===== src/rtl/swish_pkg.sv =====
`timescale 1ns / 1ps
package swish_pkg;

  localparam int DATA_WIDTH_DEF  = 16;
  localparam int FRAC_BITS_DEF   = 12;
  localparam int SIG_DEPTH_DEF   = 256;
  localparam int SIG_FRAC        = 16;   // sigmoid output, Q0.16
  localparam int TBL_FRAC        = 20;   // table entries, Q0.20
  localparam int EXP_FRAC        = 30;   // table build precision
  localparam int PIPE_LATENCY    = 8;

  // Elaboration-time helpers for the sigmoid table. Shift-subtract divide.
  function automatic logic [63:0] udiv64(input logic [63:0] num, input logic [63:0] den);
    logic [64:0] rem;
    logic [63:0] quo;
    rem = '0;
    quo = '0;
    for (int i = 63; i >= 0; i--) begin
      rem = {rem[63:0], num[i]};
      if (rem >= {1'b0, den}) begin
        rem    = rem - {1'b0, den};
        quo[i] = 1'b1;
      end
    end
    return quo;
  endfunction

  // e^-r for r in [0,1], Q30, Taylor series
  function automatic logic [63:0] exp_neg_unit(input logic [63:0] r);
    longint      sum;
    logic [63:0] term;
    sum  = longint'(64'd1 << EXP_FRAC);
    term = 64'd1 << EXP_FRAC;
    for (int k = 1; k <= 24; k++) begin
      term = udiv64((term * r) >> EXP_FRAC, 64'(k));
      if ((k & 1) != 0) sum = sum - longint'(term);
      else              sum = sum + longint'(term);
    end
    return (sum < 0) ? 64'd0 : 64'(sum);
  endfunction

  function automatic logic [63:0] exp_neg(input logic [63:0] t);
    logic [63:0] n;
    logic [63:0] v;
    logic [63:0] e1;
    n = t >> EXP_FRAC;
    if (n > 64'd40) return 64'd0;
    v  = exp_neg_unit(t & ((64'd1 << EXP_FRAC) - 64'd1));
    e1 = exp_neg_unit(64'd1 << EXP_FRAC);
    for (int i = 0; i < 40; i++) begin
      if (64'(i) < n) v = (v * e1 + (64'd1 << (EXP_FRAC - 1))) >> EXP_FRAC;
    end
    return v;
  endfunction

  // sigmoid(t), t in Q30, result Q0.20
  function automatic logic [63:0] sig_exact(input logic [63:0] t);
    logic [63:0] d;
    d = (64'd1 << EXP_FRAC) + exp_neg(t);
    return udiv64((64'd1 << (EXP_FRAC + TBL_FRAC)) + (d >> 1), d);
  endfunction

  function automatic logic [63:0] sig_raw(input int k, input int n);
    return sig_exact(udiv64(64'(k) << (EXP_FRAC + 4), 64'(n)));
  endfunction

  // chord sag of segment k
  function automatic longint sig_sag(input int k, input int n);
    logic [63:0] mid;
    if (k >= n) return 0;
    mid = sig_exact(udiv64(64'(2 * k + 1) << (EXP_FRAC + 3), 64'(n)));
    return longint'(mid) - longint'((sig_raw(k, n) + sig_raw(k + 1, n)) >> 1);
  endfunction

  // table entry k, shifted by half the mean sag of its two neighbors
  function automatic logic [TBL_FRAC:0] sig_entry(input int k, input int n);
    longint lft;
    longint rgt;
    longint g;
    lft = (k == 0) ? -sig_sag(0, n) : sig_sag(k - 1, n);
    rgt = sig_sag(k, n);
    g   = longint'(sig_raw(k, n)) + (lft + rgt) / 4;
    if (g < 0) g = 0;
    if (g > (longint'(1) << TBL_FRAC)) g = longint'(1) << TBL_FRAC;
    return g[TBL_FRAC:0];
  endfunction

endpackage


===== src/rtl/swish_scale.sv =====
`timescale 1ns / 1ps
module swish_scale import swish_pkg::*; #(
  parameter int DATA_WIDTH = DATA_WIDTH_DEF
) (
  input  logic                          clk_i,
  input  logic                          rst_ni,
  input  logic                          valid_i,
  input  logic signed [DATA_WIDTH-1:0]  x_i,
  input  logic [SIG_FRAC:0]             sig_i,
  output logic                          valid_o,
  output logic signed [DATA_WIDTH-1:0]  y_o
);

  localparam int YW = DATA_WIDTH + SIG_FRAC + 2;
  localparam logic signed [YW-1:0] HalfY = YW'(1) << (SIG_FRAC - 1);
  localparam logic signed [YW-1:0] YMax  = (YW'(1) << (DATA_WIDTH - 1)) - YW'(1);
  localparam logic signed [YW-1:0] YMin  = -(YW'(1) << (DATA_WIDTH - 1));

  logic                          v7_q, v8_q;
  logic signed [YW-1:0]          yp_d, yp_q, yr;
  logic signed [DATA_WIDTH-1:0]  y_d, y_q;

  assign yp_d = x_i * $signed({1'b0, sig_i});

  always_comb begin
    yr = (yp_q + HalfY) >>> SIG_FRAC;
    if (yr > YMax)      y_d = YMax[DATA_WIDTH-1:0];
    else if (yr < YMin) y_d = YMin[DATA_WIDTH-1:0];
    else                y_d = yr[DATA_WIDTH-1:0];
  end

  always_ff @(posedge clk_i or negedge rst_ni) begin
    if (!rst_ni) begin
      v7_q <= 1'b0;
      v8_q <= 1'b0;
    end else begin
      v7_q <= valid_i;
      v8_q <= v7_q;
    end
  end

  always_ff @(posedge clk_i) begin
    yp_q <= yp_d;
    y_q  <= y_d;
  end

  assign valid_o = v8_q;
  assign y_o     = y_q;

endmodule


===== config.mk =====
export PLATFORM = sky130hd
export DESIGN_NAME = swish_scale
export DESIGN_NICKNAME = d
export VERILOG_FILES = /design/src/rtl/swish_pkg.sv /design/src/rtl/swish_scale.sv
export SDC_FILE = /design/constraint.sdc
export NUM_CORES = 1
export LEC_CHECK = 0
export ABC_AREA = 1
export BUFFER_PORTS_ARGS = -buffer_cell sky130_fd_sc_hd__clkbuf_2
export CORE_MARGIN = 5
export CORE_UTILIZATION = 70
export DETAILED_ROUTE_END_ITERATION = 8
export PLACE_DENSITY = 0.93
export SLEW_MARGIN = 20
export SYNTH_ARGS = -nofsm -noshare
export SYNTH_HDL_FRONTEND = slang
export SYNTH_SLANG_ARGS = --single-unit

===== constraint.sdc =====
create_clock -name clk_i -period 3 [get_ports clk_i]
set_clock_uncertainty 0.1 [all_clocks]
set_input_delay 0.6 -clock clk_i [delete_from_list [all_inputs] [get_ports clk_i]]
set_output_delay 0.6 -clock clk_i [all_outputs]
set_load 0.01 [all_outputs]

==> impl_results.md <==
- # DRC: 0
- Filler cells: 671
- DP HPWL: 27,100 µm
- Highest clock rate: 164 MHz
- Share of cells above drive strength 1: 0.268
- Root buffer cell: clkbuf_16
- Status: finished with violations
- EDFF count, synth: 0
- Initial antenna violation count: 1
- Final net count: 2,058
- Syn Area/Cell: 7.37 µm²
- Slew Limit Headroom: 0.659
- Die area: 18,800 µm²
- CTS tree: done
- Min Tclk post-route: 6.10 ns
- Post-synth top cells: inv_1 (452), nand2_1 (414), fa_1 (207)
- Yosys reg bits: 37
- Netlist cell types: 38
- H-tree depth: 2
- Port bufs: 52
- Vias in the first global route: 12,692
- Drt wl/cell: 23.6 µm
- DRT Pass-1 Iters: 9
- Post-DRT Antenna Nets: 0
- Overall Global Routing Usage: 0.445
- GPL Wtd Cong: 0.947
- Ports: 53
- Slew @ Worst Pin: 0.510 ns
- Hold Fails Final Rpt: 0
- Synth top area cells: fa_1 (37%), inv_1 (15%), nand2_1 (14%)
- Slowest-stage cell, CP: fa_1
- CP startpoint kind: input pin
- CP Class: input pin to register
- Critical Path AT: 6.18 ns
- Initial DRC count: 1,871
- Largest net degree at the start of global routing: 16
- CTS buffer count: 5
- Worst Path Max Fanout: 11
- Die Height: 137 µm
- Most numerous cell in the Yosys netlist: inv_1
- Vias/cell: 6.30
- Max cap viols: 0
- Share of the clock period used by the worst path after layout: 2.03
- Clock buffer depth: 2
- Clk_lat worst skew: 0.28 ns
- CP bufs+invs: 5
- WHS: 0.259 ns
- Area Overhead vs Synth: 25.1%
- Synth area leader: fa_1
- CTS sink cnt: 37
- Top_reg_cell synth: dfxtp_1
- Worst-path cell chain: clkbuf_4, nand2_1, fa_1, fa_2, fa_1, inv_1, fa_1, fa_1, inv_2, fa_2, inv_2, ha_4, buf_6, a21oi_4, o21ai_2, a21oi_2, nor2_1, nor2_1, nand2_1, nand2_1, nand2_1
- Final setup margin: -3.10 ns
- Sequential-to-total area share from yosys stat: 0.0663
- Share of Yosys cell area claimed by the top area cell type: 0.366
- Hold crit path type: register to register
- Crit. End Element: register
- FF-to-FF setup slack: 0.95 ns
- Req. time, crit path: 3.08 ns
- Syn nets: 1,902
- Violated checks: negative setup slack
- # setup viols final: 19
- Initial core utilization: 0.713
- RSZ-0062 raised after global routing: yes
- Core area: 15,900 µm²
- YS warnings: 0
- Via Count: 12,036
- GRT overflow: 0
- Routed wire length: 45,000 µm
- CP top delay family: adder cells
- Clock-pin slew on the worst setup and hold paths: 0.06 ns
- Die Wd: 137 µm
- Share of flip-flops with an asynchronous set or reset: 0.0541
- Row count: 46
- Cell Area, Synth: 11,300 µm²
- Cells after Synth: 1,537
- Slew Limit Fails: 0
- First-pass GRT wire length: 64,100 µm
- CP peak stage delay: 0.68 ns
-- flip-flops by register name, summed over array words and instances (netlist names) --
name,count
yp_q,19
valid_o,1
y_o,16
v7_q,1
-- timing repair --
item,in CTS,in global routing
setup endpoints to repair,19,19
hold buffers,1,0
setup buffers,16,7
gates cloned,0,0
pin swaps,74,47
resized for setup,128,106
hold endpoints to repair,2,0
-- final cells by class --
type / count / area [µm²] / share of cell area
sequential: 37 / 751 / 0.0530
inverter: 457 / 1720 / 0.122
clock inverter: 1 / 30.0 / 0.00212
tap: 216 / 270 / 0.0191
multi-input combinational: 985 / 9540 / 0.673
timing repair buffer: 207 / 1710 / 0.121
clock buffer: 7 / 143 / 0.0101
antenna: 1 / 2.50 / 0.000177
-- path summary, 6_finish.rpt --
check | start | to | cells after the start
max | x_i[2] | yp_q[28] | 21
min | v7_q | valid_o | 0
max reg2reg | yp_q[26] | y_o[0] | 7
min reg2reg | v7_q | valid_o | 0
max in group asynchronous | rst_ni | valid_o | 2
min in group asynchronous | rst_ni | v7_q | 2
-- layer usage --
| layer | vias up | part of all wire | GRT usage |
|---|---|---|---|
| met1 | 5444 | 0.29 | 0.462 |
| met5 | - | 0 | 0 |
| met4 | 0 | 0.13 | 0.364 |
| met3 | 597 | 0.15 | 0.153 |
| li1 | 4681 | - | - |
| met2 | 1314 | 0.44 | 0.728 |
-- cell families after synthesis --
kind of cell             count (synthesis)  synth area share
XOR/XNOR                                22            0.0187
buffers and inverters                  515             0.173
flip-flops                              37            0.0663
AND/OR/NAND/NOR                        568             0.209
AO/OA/AOI/OAI                           66            0.0320
adder cells (fa/ha/maj)                329             0.501
-- stage by stage --
stage          utilization  setup TNS, ns  instance area [µm²]  std cells  worst slack, ns
3_3_place_gp         0.815         -49.55                12900       1878            -2.73
3_5_place_dp         0.815         -52.39                12900       1878            -2.87
5_1_grt              0.892         -56.61                14200       1910            -3.16
2_1_floorplan            -         -41.45                12000       1537            -2.24
6_report             0.892         -55.22                14200       1911            -3.10
4_1_cts              0.867         -44.34                13800       1903            -2.43
-- cells in the final DEF (no fill, tap or decap), types with 3 or more instances in the layout --
| master | n |
|---|---|
| nor2_1 | 46 |
| ha_1 | 102 |
| o21ai_1 | 8 |
| nand3_2 | 12 |
| buf_4 | 140 |
| clkbuf_2 | 27 |
| nor3_2 | 3 |
| xor2_2 | 3 |
| a21oi_4 | 5 |
| fa_1 | 182 |
| clkbuf_4 | 8 |
| a21o_1 | 3 |
| buf_6 | 13 |
| nor3_4 | 6 |
| a21oi_1 | 14 |
| o21ai_0 | 6 |
| or2_2 | 8 |
| nor2_4 | 15 |
| clkbuf_8 | 9 |
| fa_2 | 25 |
| nand2_2 | 52 |
| nand2_1 | 372 |
| buf_12 | 6 |
| nor2_2 | 9 |
| nand2_4 | 15 |
| nand3_1 | 16 |
| xor2_1 | 11 |
| ha_4 | 20 |
| inv_1 | 422 |
| xnor2_1 | 7 |
| nand4_1 | 5 |
| o21ai_2 | 7 |
| a21oi_2 | 17 |
| dfxtp_1 | 35 |
| inv_2 | 34 |
| clkbuf_16 | 7 |
Power is left out: the tool's default activity adds up to more than one toggle a clock period on the data nets, which glitch-free logic cannot reach.
