$ cat src/rtl/swish_pkg.sv
`timescale 1ns / 1ps
package swish_pkg;

  localparam int DATA_WIDTH_DEF  = 16;
  localparam int FRAC_BITS_DEF   = 12;
  localparam int SIG_DEPTH_DEF   = 256;
  localparam int SIG_FRAC        = 16;   // sigmoid output, Q0.16
  localparam int TBL_FRAC        = 20;   // table entries, Q0.20
  localparam int EXP_FRAC        = 30;   // table build precision
  localparam int PIPE_LATENCY    = 8;

  // Elaboration-time helpers for the sigmoid table. Shift-subtract divide.
  function automatic logic [63:0] udiv64(input logic [63:0] num, input logic [63:0] den);
    logic [64:0] rem;
    logic [63:0] quo;
    rem = '0;
    quo = '0;
    for (int i = 63; i >= 0; i--) begin
      rem = {rem[63:0], num[i]};
      if (rem >= {1'b0, den}) begin
        rem    = rem - {1'b0, den};
        quo[i] = 1'b1;
      end
    end
    return quo;
  endfunction

  // e^-r for r in [0,1], Q30, Taylor series
  function automatic logic [63:0] exp_neg_unit(input logic [63:0] r);
    longint      sum;
    logic [63:0] term;
    sum  = longint'(64'd1 << EXP_FRAC);
    term = 64'd1 << EXP_FRAC;
    for (int k = 1; k <= 24; k++) begin
      term = udiv64((term * r) >> EXP_FRAC, 64'(k));
      if ((k & 1) != 0) sum = sum - longint'(term);
      else              sum = sum + longint'(term);
    end
    return (sum < 0) ? 64'd0 : 64'(sum);
  endfunction

  function automatic logic [63:0] exp_neg(input logic [63:0] t);
    logic [63:0] n;
    logic [63:0] v;
    logic [63:0] e1;
    n = t >> EXP_FRAC;
    if (n > 64'd40) return 64'd0;
    v  = exp_neg_unit(t & ((64'd1 << EXP_FRAC) - 64'd1));
    e1 = exp_neg_unit(64'd1 << EXP_FRAC);
    for (int i = 0; i < 40; i++) begin
      if (64'(i) < n) v = (v * e1 + (64'd1 << (EXP_FRAC - 1))) >> EXP_FRAC;
    end
    return v;
  endfunction

  // sigmoid(t), t in Q30, result Q0.20
  function automatic logic [63:0] sig_exact(input logic [63:0] t);
    logic [63:0] d;
    d = (64'd1 << EXP_FRAC) + exp_neg(t);
    return udiv64((64'd1 << (EXP_FRAC + TBL_FRAC)) + (d >> 1), d);
  endfunction

  function automatic logic [63:0] sig_raw(input int k, input int n);
    return sig_exact(udiv64(64'(k) << (EXP_FRAC + 4), 64'(n)));
  endfunction

  // chord sag of segment k
  function automatic longint sig_sag(input int k, input int n);
    logic [63:0] mid;
    if (k >= n) return 0;
    mid = sig_exact(udiv64(64'(2 * k + 1) << (EXP_FRAC + 3), 64'(n)));
    return longint'(mid) - longint'((sig_raw(k, n) + sig_raw(k + 1, n)) >> 1);
  endfunction

  // table entry k, shifted by half the mean sag of its two neighbors
  function automatic logic [TBL_FRAC:0] sig_entry(input int k, input int n);
    longint lft;
    longint rgt;
    longint g;
    lft = (k == 0) ? -sig_sag(0, n) : sig_sag(k - 1, n);
    rgt = sig_sag(k, n);
    g   = longint'(sig_raw(k, n)) + (lft + rgt) / 4;
    if (g < 0) g = 0;
    if (g > (longint'(1) << TBL_FRAC)) g = longint'(1) << TBL_FRAC;
    return g[TBL_FRAC:0];
  endfunction

endpackage

$ cat src/rtl/swish_arg.sv
`timescale 1ns / 1ps
module swish_arg import swish_pkg::*; #(
  parameter int DATA_WIDTH = DATA_WIDTH_DEF,
  parameter int FRAC_BITS  = FRAC_BITS_DEF
) (
  input  logic                           clk_i,
  input  logic                           rst_ni,
  input  logic                           valid_i,
  input  logic signed [DATA_WIDTH-1:0]   x_i,
  input  logic signed [DATA_WIDTH-1:0]   alpha_i,
  output logic                           valid_o,
  output logic signed [DATA_WIDTH-1:0]   x_o,
  output logic [FRAC_BITS+4:0]           t_o,
  output logic                           neg_o
);

  localparam int AS = FRAC_BITS + 4;
  localparam int TW = AS + 1;
  localparam int PW = 2 * DATA_WIDTH;
  localparam int AW = (PW + 1 > AS + 2) ? PW + 1 : AS + 2;
  localparam logic signed [AW-1:0] HalfA = AW'(1) << (FRAC_BITS - 1);
  localparam logic signed [AW-1:0] LimA  = AW'(1) << AS;

  logic signed [PW-1:0]         prod_d, prod_q;
  logic signed [DATA_WIDTH-1:0] x1_q, x2_q;
  logic                         v1_q, v2_q;
  logic signed [AW-1:0]         prod_ext, ax, mag;
  logic [TW-1:0]                t_d, t_q;
  logic                         neg_d, neg_q;

  assign prod_d = alpha_i * x_i;

  // round alpha*x back to Q.F and clamp to +-16
  always_comb begin
    prod_ext = $signed({{(AW - PW){prod_q[PW-1]}}, prod_q});
    ax       = (prod_ext + HalfA) >>> FRAC_BITS;
    if (ax > LimA) begin
      mag   = LimA;
      neg_d = 1'b0;
    end else if (ax < -LimA) begin
      mag   = LimA;
      neg_d = 1'b1;
    end else if (ax < 0) begin
      mag   = -ax;
      neg_d = 1'b1;
    end else begin
      mag   = ax;
      neg_d = 1'b0;
    end
    t_d = mag[TW-1:0];
  end

  always_ff @(posedge clk_i or negedge rst_ni) begin
    if (!rst_ni) begin
      v1_q <= 1'b0;
      v2_q <= 1'b0;
    end else begin
      v1_q <= valid_i;
      v2_q <= v1_q;
    end
  end

  always_ff @(posedge clk_i) begin
    prod_q <= prod_d;
    x1_q   <= x_i;
    t_q    <= t_d;
    neg_q  <= neg_d;
    x2_q   <= x1_q;
  end

  assign valid_o = v2_q;
  assign x_o     = x2_q;
  assign t_o     = t_q;
  assign neg_o   = neg_q;

endmodule

$ cat config.mk
export PLATFORM = sky130hd
export DESIGN_NAME = swish_arg
export DESIGN_NICKNAME = d
export VERILOG_FILES = /design/src/rtl/swish_pkg.sv /design/src/rtl/swish_arg.sv
export SDC_FILE = /design/constraint.sdc
export NUM_CORES = 1
export LEC_CHECK = 0
export BUFFER_PORTS_ARGS = -buffer_cell sky130_fd_sc_hd__buf_2
export CORE_MARGIN = 3
export CORE_UTILIZATION = 55
export CTS_BUF_LIST = sky130_fd_sc_hd__clkbuf_8
export DETAILED_ROUTE_END_ITERATION = 7
export PLACE_DENSITY = 0.73
export SETUP_SLACK_MARGIN = 0.02
export SYNTH_ARGS = -nofsm -noshare
export SYNTH_HDL_FRONTEND = slang
export SYNTH_SLANG_ARGS = --single-unit
$ cat constraint.sdc
create_clock -name clk_i -period 3.38 [get_ports clk_i]
set_clock_uncertainty 0.05 [all_clocks]
set_input_delay 0.169 -clock clk_i [delete_from_list [all_inputs] [get_ports clk_i]]
set_output_delay 0.169 -clock clk_i [all_outputs]
set_load 0.03 [all_outputs]
==> impl_metrics.toml <==
[final_layout]
final_cell_count_no_fill = 1811
final_nets = 1909
post-route-util_pct = 71.9
drive_gt1_share_pct = 27.0
n_antenna_cell = 0
syn_to_final_growth_pct = 26.4

[setup_path]
cp-end-kind = "flip-flop"
crit_start = "alpha_i[15]"
crit_required_ps = 3630
r2r-start = "prod_q[18]"
rr_worst_depth = 10
arrival_ps = 5380
path_class = "in -> reg"
path_max_fanout = 5
r2r_slack_ps = 390
r2r_end = "t_o[1]"
critPathLaunchType = "primary input"

[floorplanning]
row_count = 53
die_y_microns = 155
ioPinCount = 70
die_w_microns = 155
fp.dieArea_sq_um = 23900
core_sq_um = 21400
floorplan.initialDensity_pct = 56.9

[clocking]
cts_tree = "built"
clockBufferDepth = 2
cts_made_buffers = 9
clkTransAtPathRegs_ps = 100
cts_sinks = 73
clkLatencyLatePin_ps = 400
htree_levels = 3
clock-root-buffer = "clkbuf_8"

[min_path]
hold_class = "in -> reg"
hp-start = "x_i[6]"
worstHoldEndpoint = "x1_q[6]"
hold_depth = 2

[synthesis]
yosys_warnings = 0
synth_top_cells_by_area = "fa_1 (43%), dfxtp_1 (12%), inv_1 (10%), ha_1 (8.4%), and2_1 (5.5%)"
yosys_register_bits = 73
ys_seq_area_share_pct = 12.1
syn_area_sq_um = 12100
post_synth.cell_area_avg_sq_um = 9.26
synth_top_cell_area_share_pct = 43.0
synth_edf_count = 0
synth_nets = 1689
yosys.area.top_type = "fa_1"
synth.distinct_cells = 60
synth_top_flop_cell = "dfxtp_1"
synthArstFlopShare_pct = 2.74
synth_cells = 1311

[timing]
finalCriticalPeriod_ps = 5130
fin_crit_sh_pct = 152
finalSetupTns_ps = -32090
hold_slack_ps = 5.26
worst_pin_slew_ps = 637
grt_setup_unrepaired = "yes"
clock.fmax_mhz = 195
slew_viol_final = 0
relSlewSlack_pct = 57.2
worst_slack_ps = -1750
setup_viol = 21
hold_viol = 0

[route]
drcViolationCount = 0
wl_per_cell_microns = 16.9
firstDrtPassIters = 7
wirelength_microns = 30600
drt_iter0_markers = 635
final_antenna_net_count = 0
vias_per_cell = 5.25
num_vias = 9504

[global_route]
antenna_found_initial = 0
grt_use_total_pct = 26.5
grt_max_degree = 17
grt_pass1_vias = 10400
grt_pass1_wl_microns = 50100
grt_overflow = 0

[job]
drv_cap = 0

[placement]
hpwl_microns = 24000
io_buffers = 69
place_congestion = 0.908
dp_cells = 1763

[status]
outcome = "finished, violations left"
violations = "setup timing"
==> layer usage <==
layer	GRT usage (%)	up-vias	part of all wire (%)
met5	0	-	0
met4	10.3	0	4.3
met3	4.53	73	5.8
met2	45.7	310	51
met1	33.5	4815	39
li1	-	4306	-
==> placed cells by master (no fill, tap or decap), drive strengths merged, types with 19 or more instances in the layout <==
cell   netlist  final
and2       106    106
o21ai       21     21
inv        337    342
xnor2       41     41
nand2      152    152
xor2        19     19
nor2        46     46
nand3       19     19
ha          82     82
dfxtp       71     71
a21oi       21     21
fa         261    261
buf          6    242
==> area by class of cell <==
type | instances | area, sq um
sequential | 73 | 1470
clock inverter | 7 | 60.1
timing repair buffer | 250 | 2140
fill | 1465 | 6000
multi-input combinational | 859 | 9930
tap | 275 | 344
clock buffer | 9 | 124
inverter | 338 | 1280
==> sequential cells by signal, indices dropped and copies added, names as in the netlist <==
register / count
t_o: 17
x1_q: 16
valid_o: 1
prod_q: 21
x_o: 16
neg_o: 1
v1_q: 1
==> worst max-delay path, cell delays in order <==
cell and delay (ps):
buf_12 110, and2_4 160, fa_2 530, fa_2 630, inv_2 60, fa_1 490
inv_2 40, fa_1 520, fa_1 540, inv_2 50, fa_1 480, inv_2 40
ha_4 260, nand4_1 90, buf_6 150, o41ai_4 350, a2111oi_4 80, a211o_1 300
and3_1 150, a311oi_1 180
==> worst max-delay path by stage <==
stage | end | cells past startpoint
detailed placement | prod_q[31] | 22
global route | prod_q[31] | 22
global placement | prod_q[31] | 21
finish | prod_q[31] | 20
floorplan | prod_q[31] | 22
CTS | prod_q[31] | 20
==> synth_stat cells (all sizes together), types with 3 or more instances <==
cell type / count
a211oi: 4
a21boi: 3
a21o: 4
a21oi: 21
a221oi: 3
a31oi: 10
and2: 106
and3: 7
and4: 4
buf: 6
clkbuf: 35
dfxtp: 71
fa: 261
ha: 82
inv: 337
nand2: 152
nand2b: 9
nand3: 19
nand4: 8
nor2: 46
nor3: 6
o21ai: 21
o31ai: 3
or3: 3
xnor2: 41
xor2: 19
==> metrics by stage <==
stage          setup slack [ps]  cell area [sq um]
5_1_grt                   -1940              15400
3_5_place_dp              -2350              14200
2_1_floorplan             -1980              12700
4_1_cts                   -1730              15000
3_3_place_gp              -2270              14200
6_report                  -1750              15400
==> what timing repair did <==
item | CTS | global route
endpoints found under the hold margin | 8 | 1
gates resized for setup | 138 | 66
gates cloned | 1 | 0
setup endpoints to repair | 21 | 23
pin swaps | 65 | 38
hold buffers | 7 | 1
setup buffers | 14 | 10
==> cell families (layout without fill, tap and decap cells) <==
family          after synthesis  after routing  share of synthesized area [%]
mux                           2              2                          0.165
compound gates               88             88                           4.98
xor+xnor                     60             60                           4.33
flops                        73             73                           12.1
buf+inv                     379            604                           12.0
simple gates                366            366                           15.0
fa+ha+maj                   343            343                           51.5
Power is left out: the tool's default activity adds up to more than one toggle a clock period on the data nets, which glitch-free logic cannot reach.
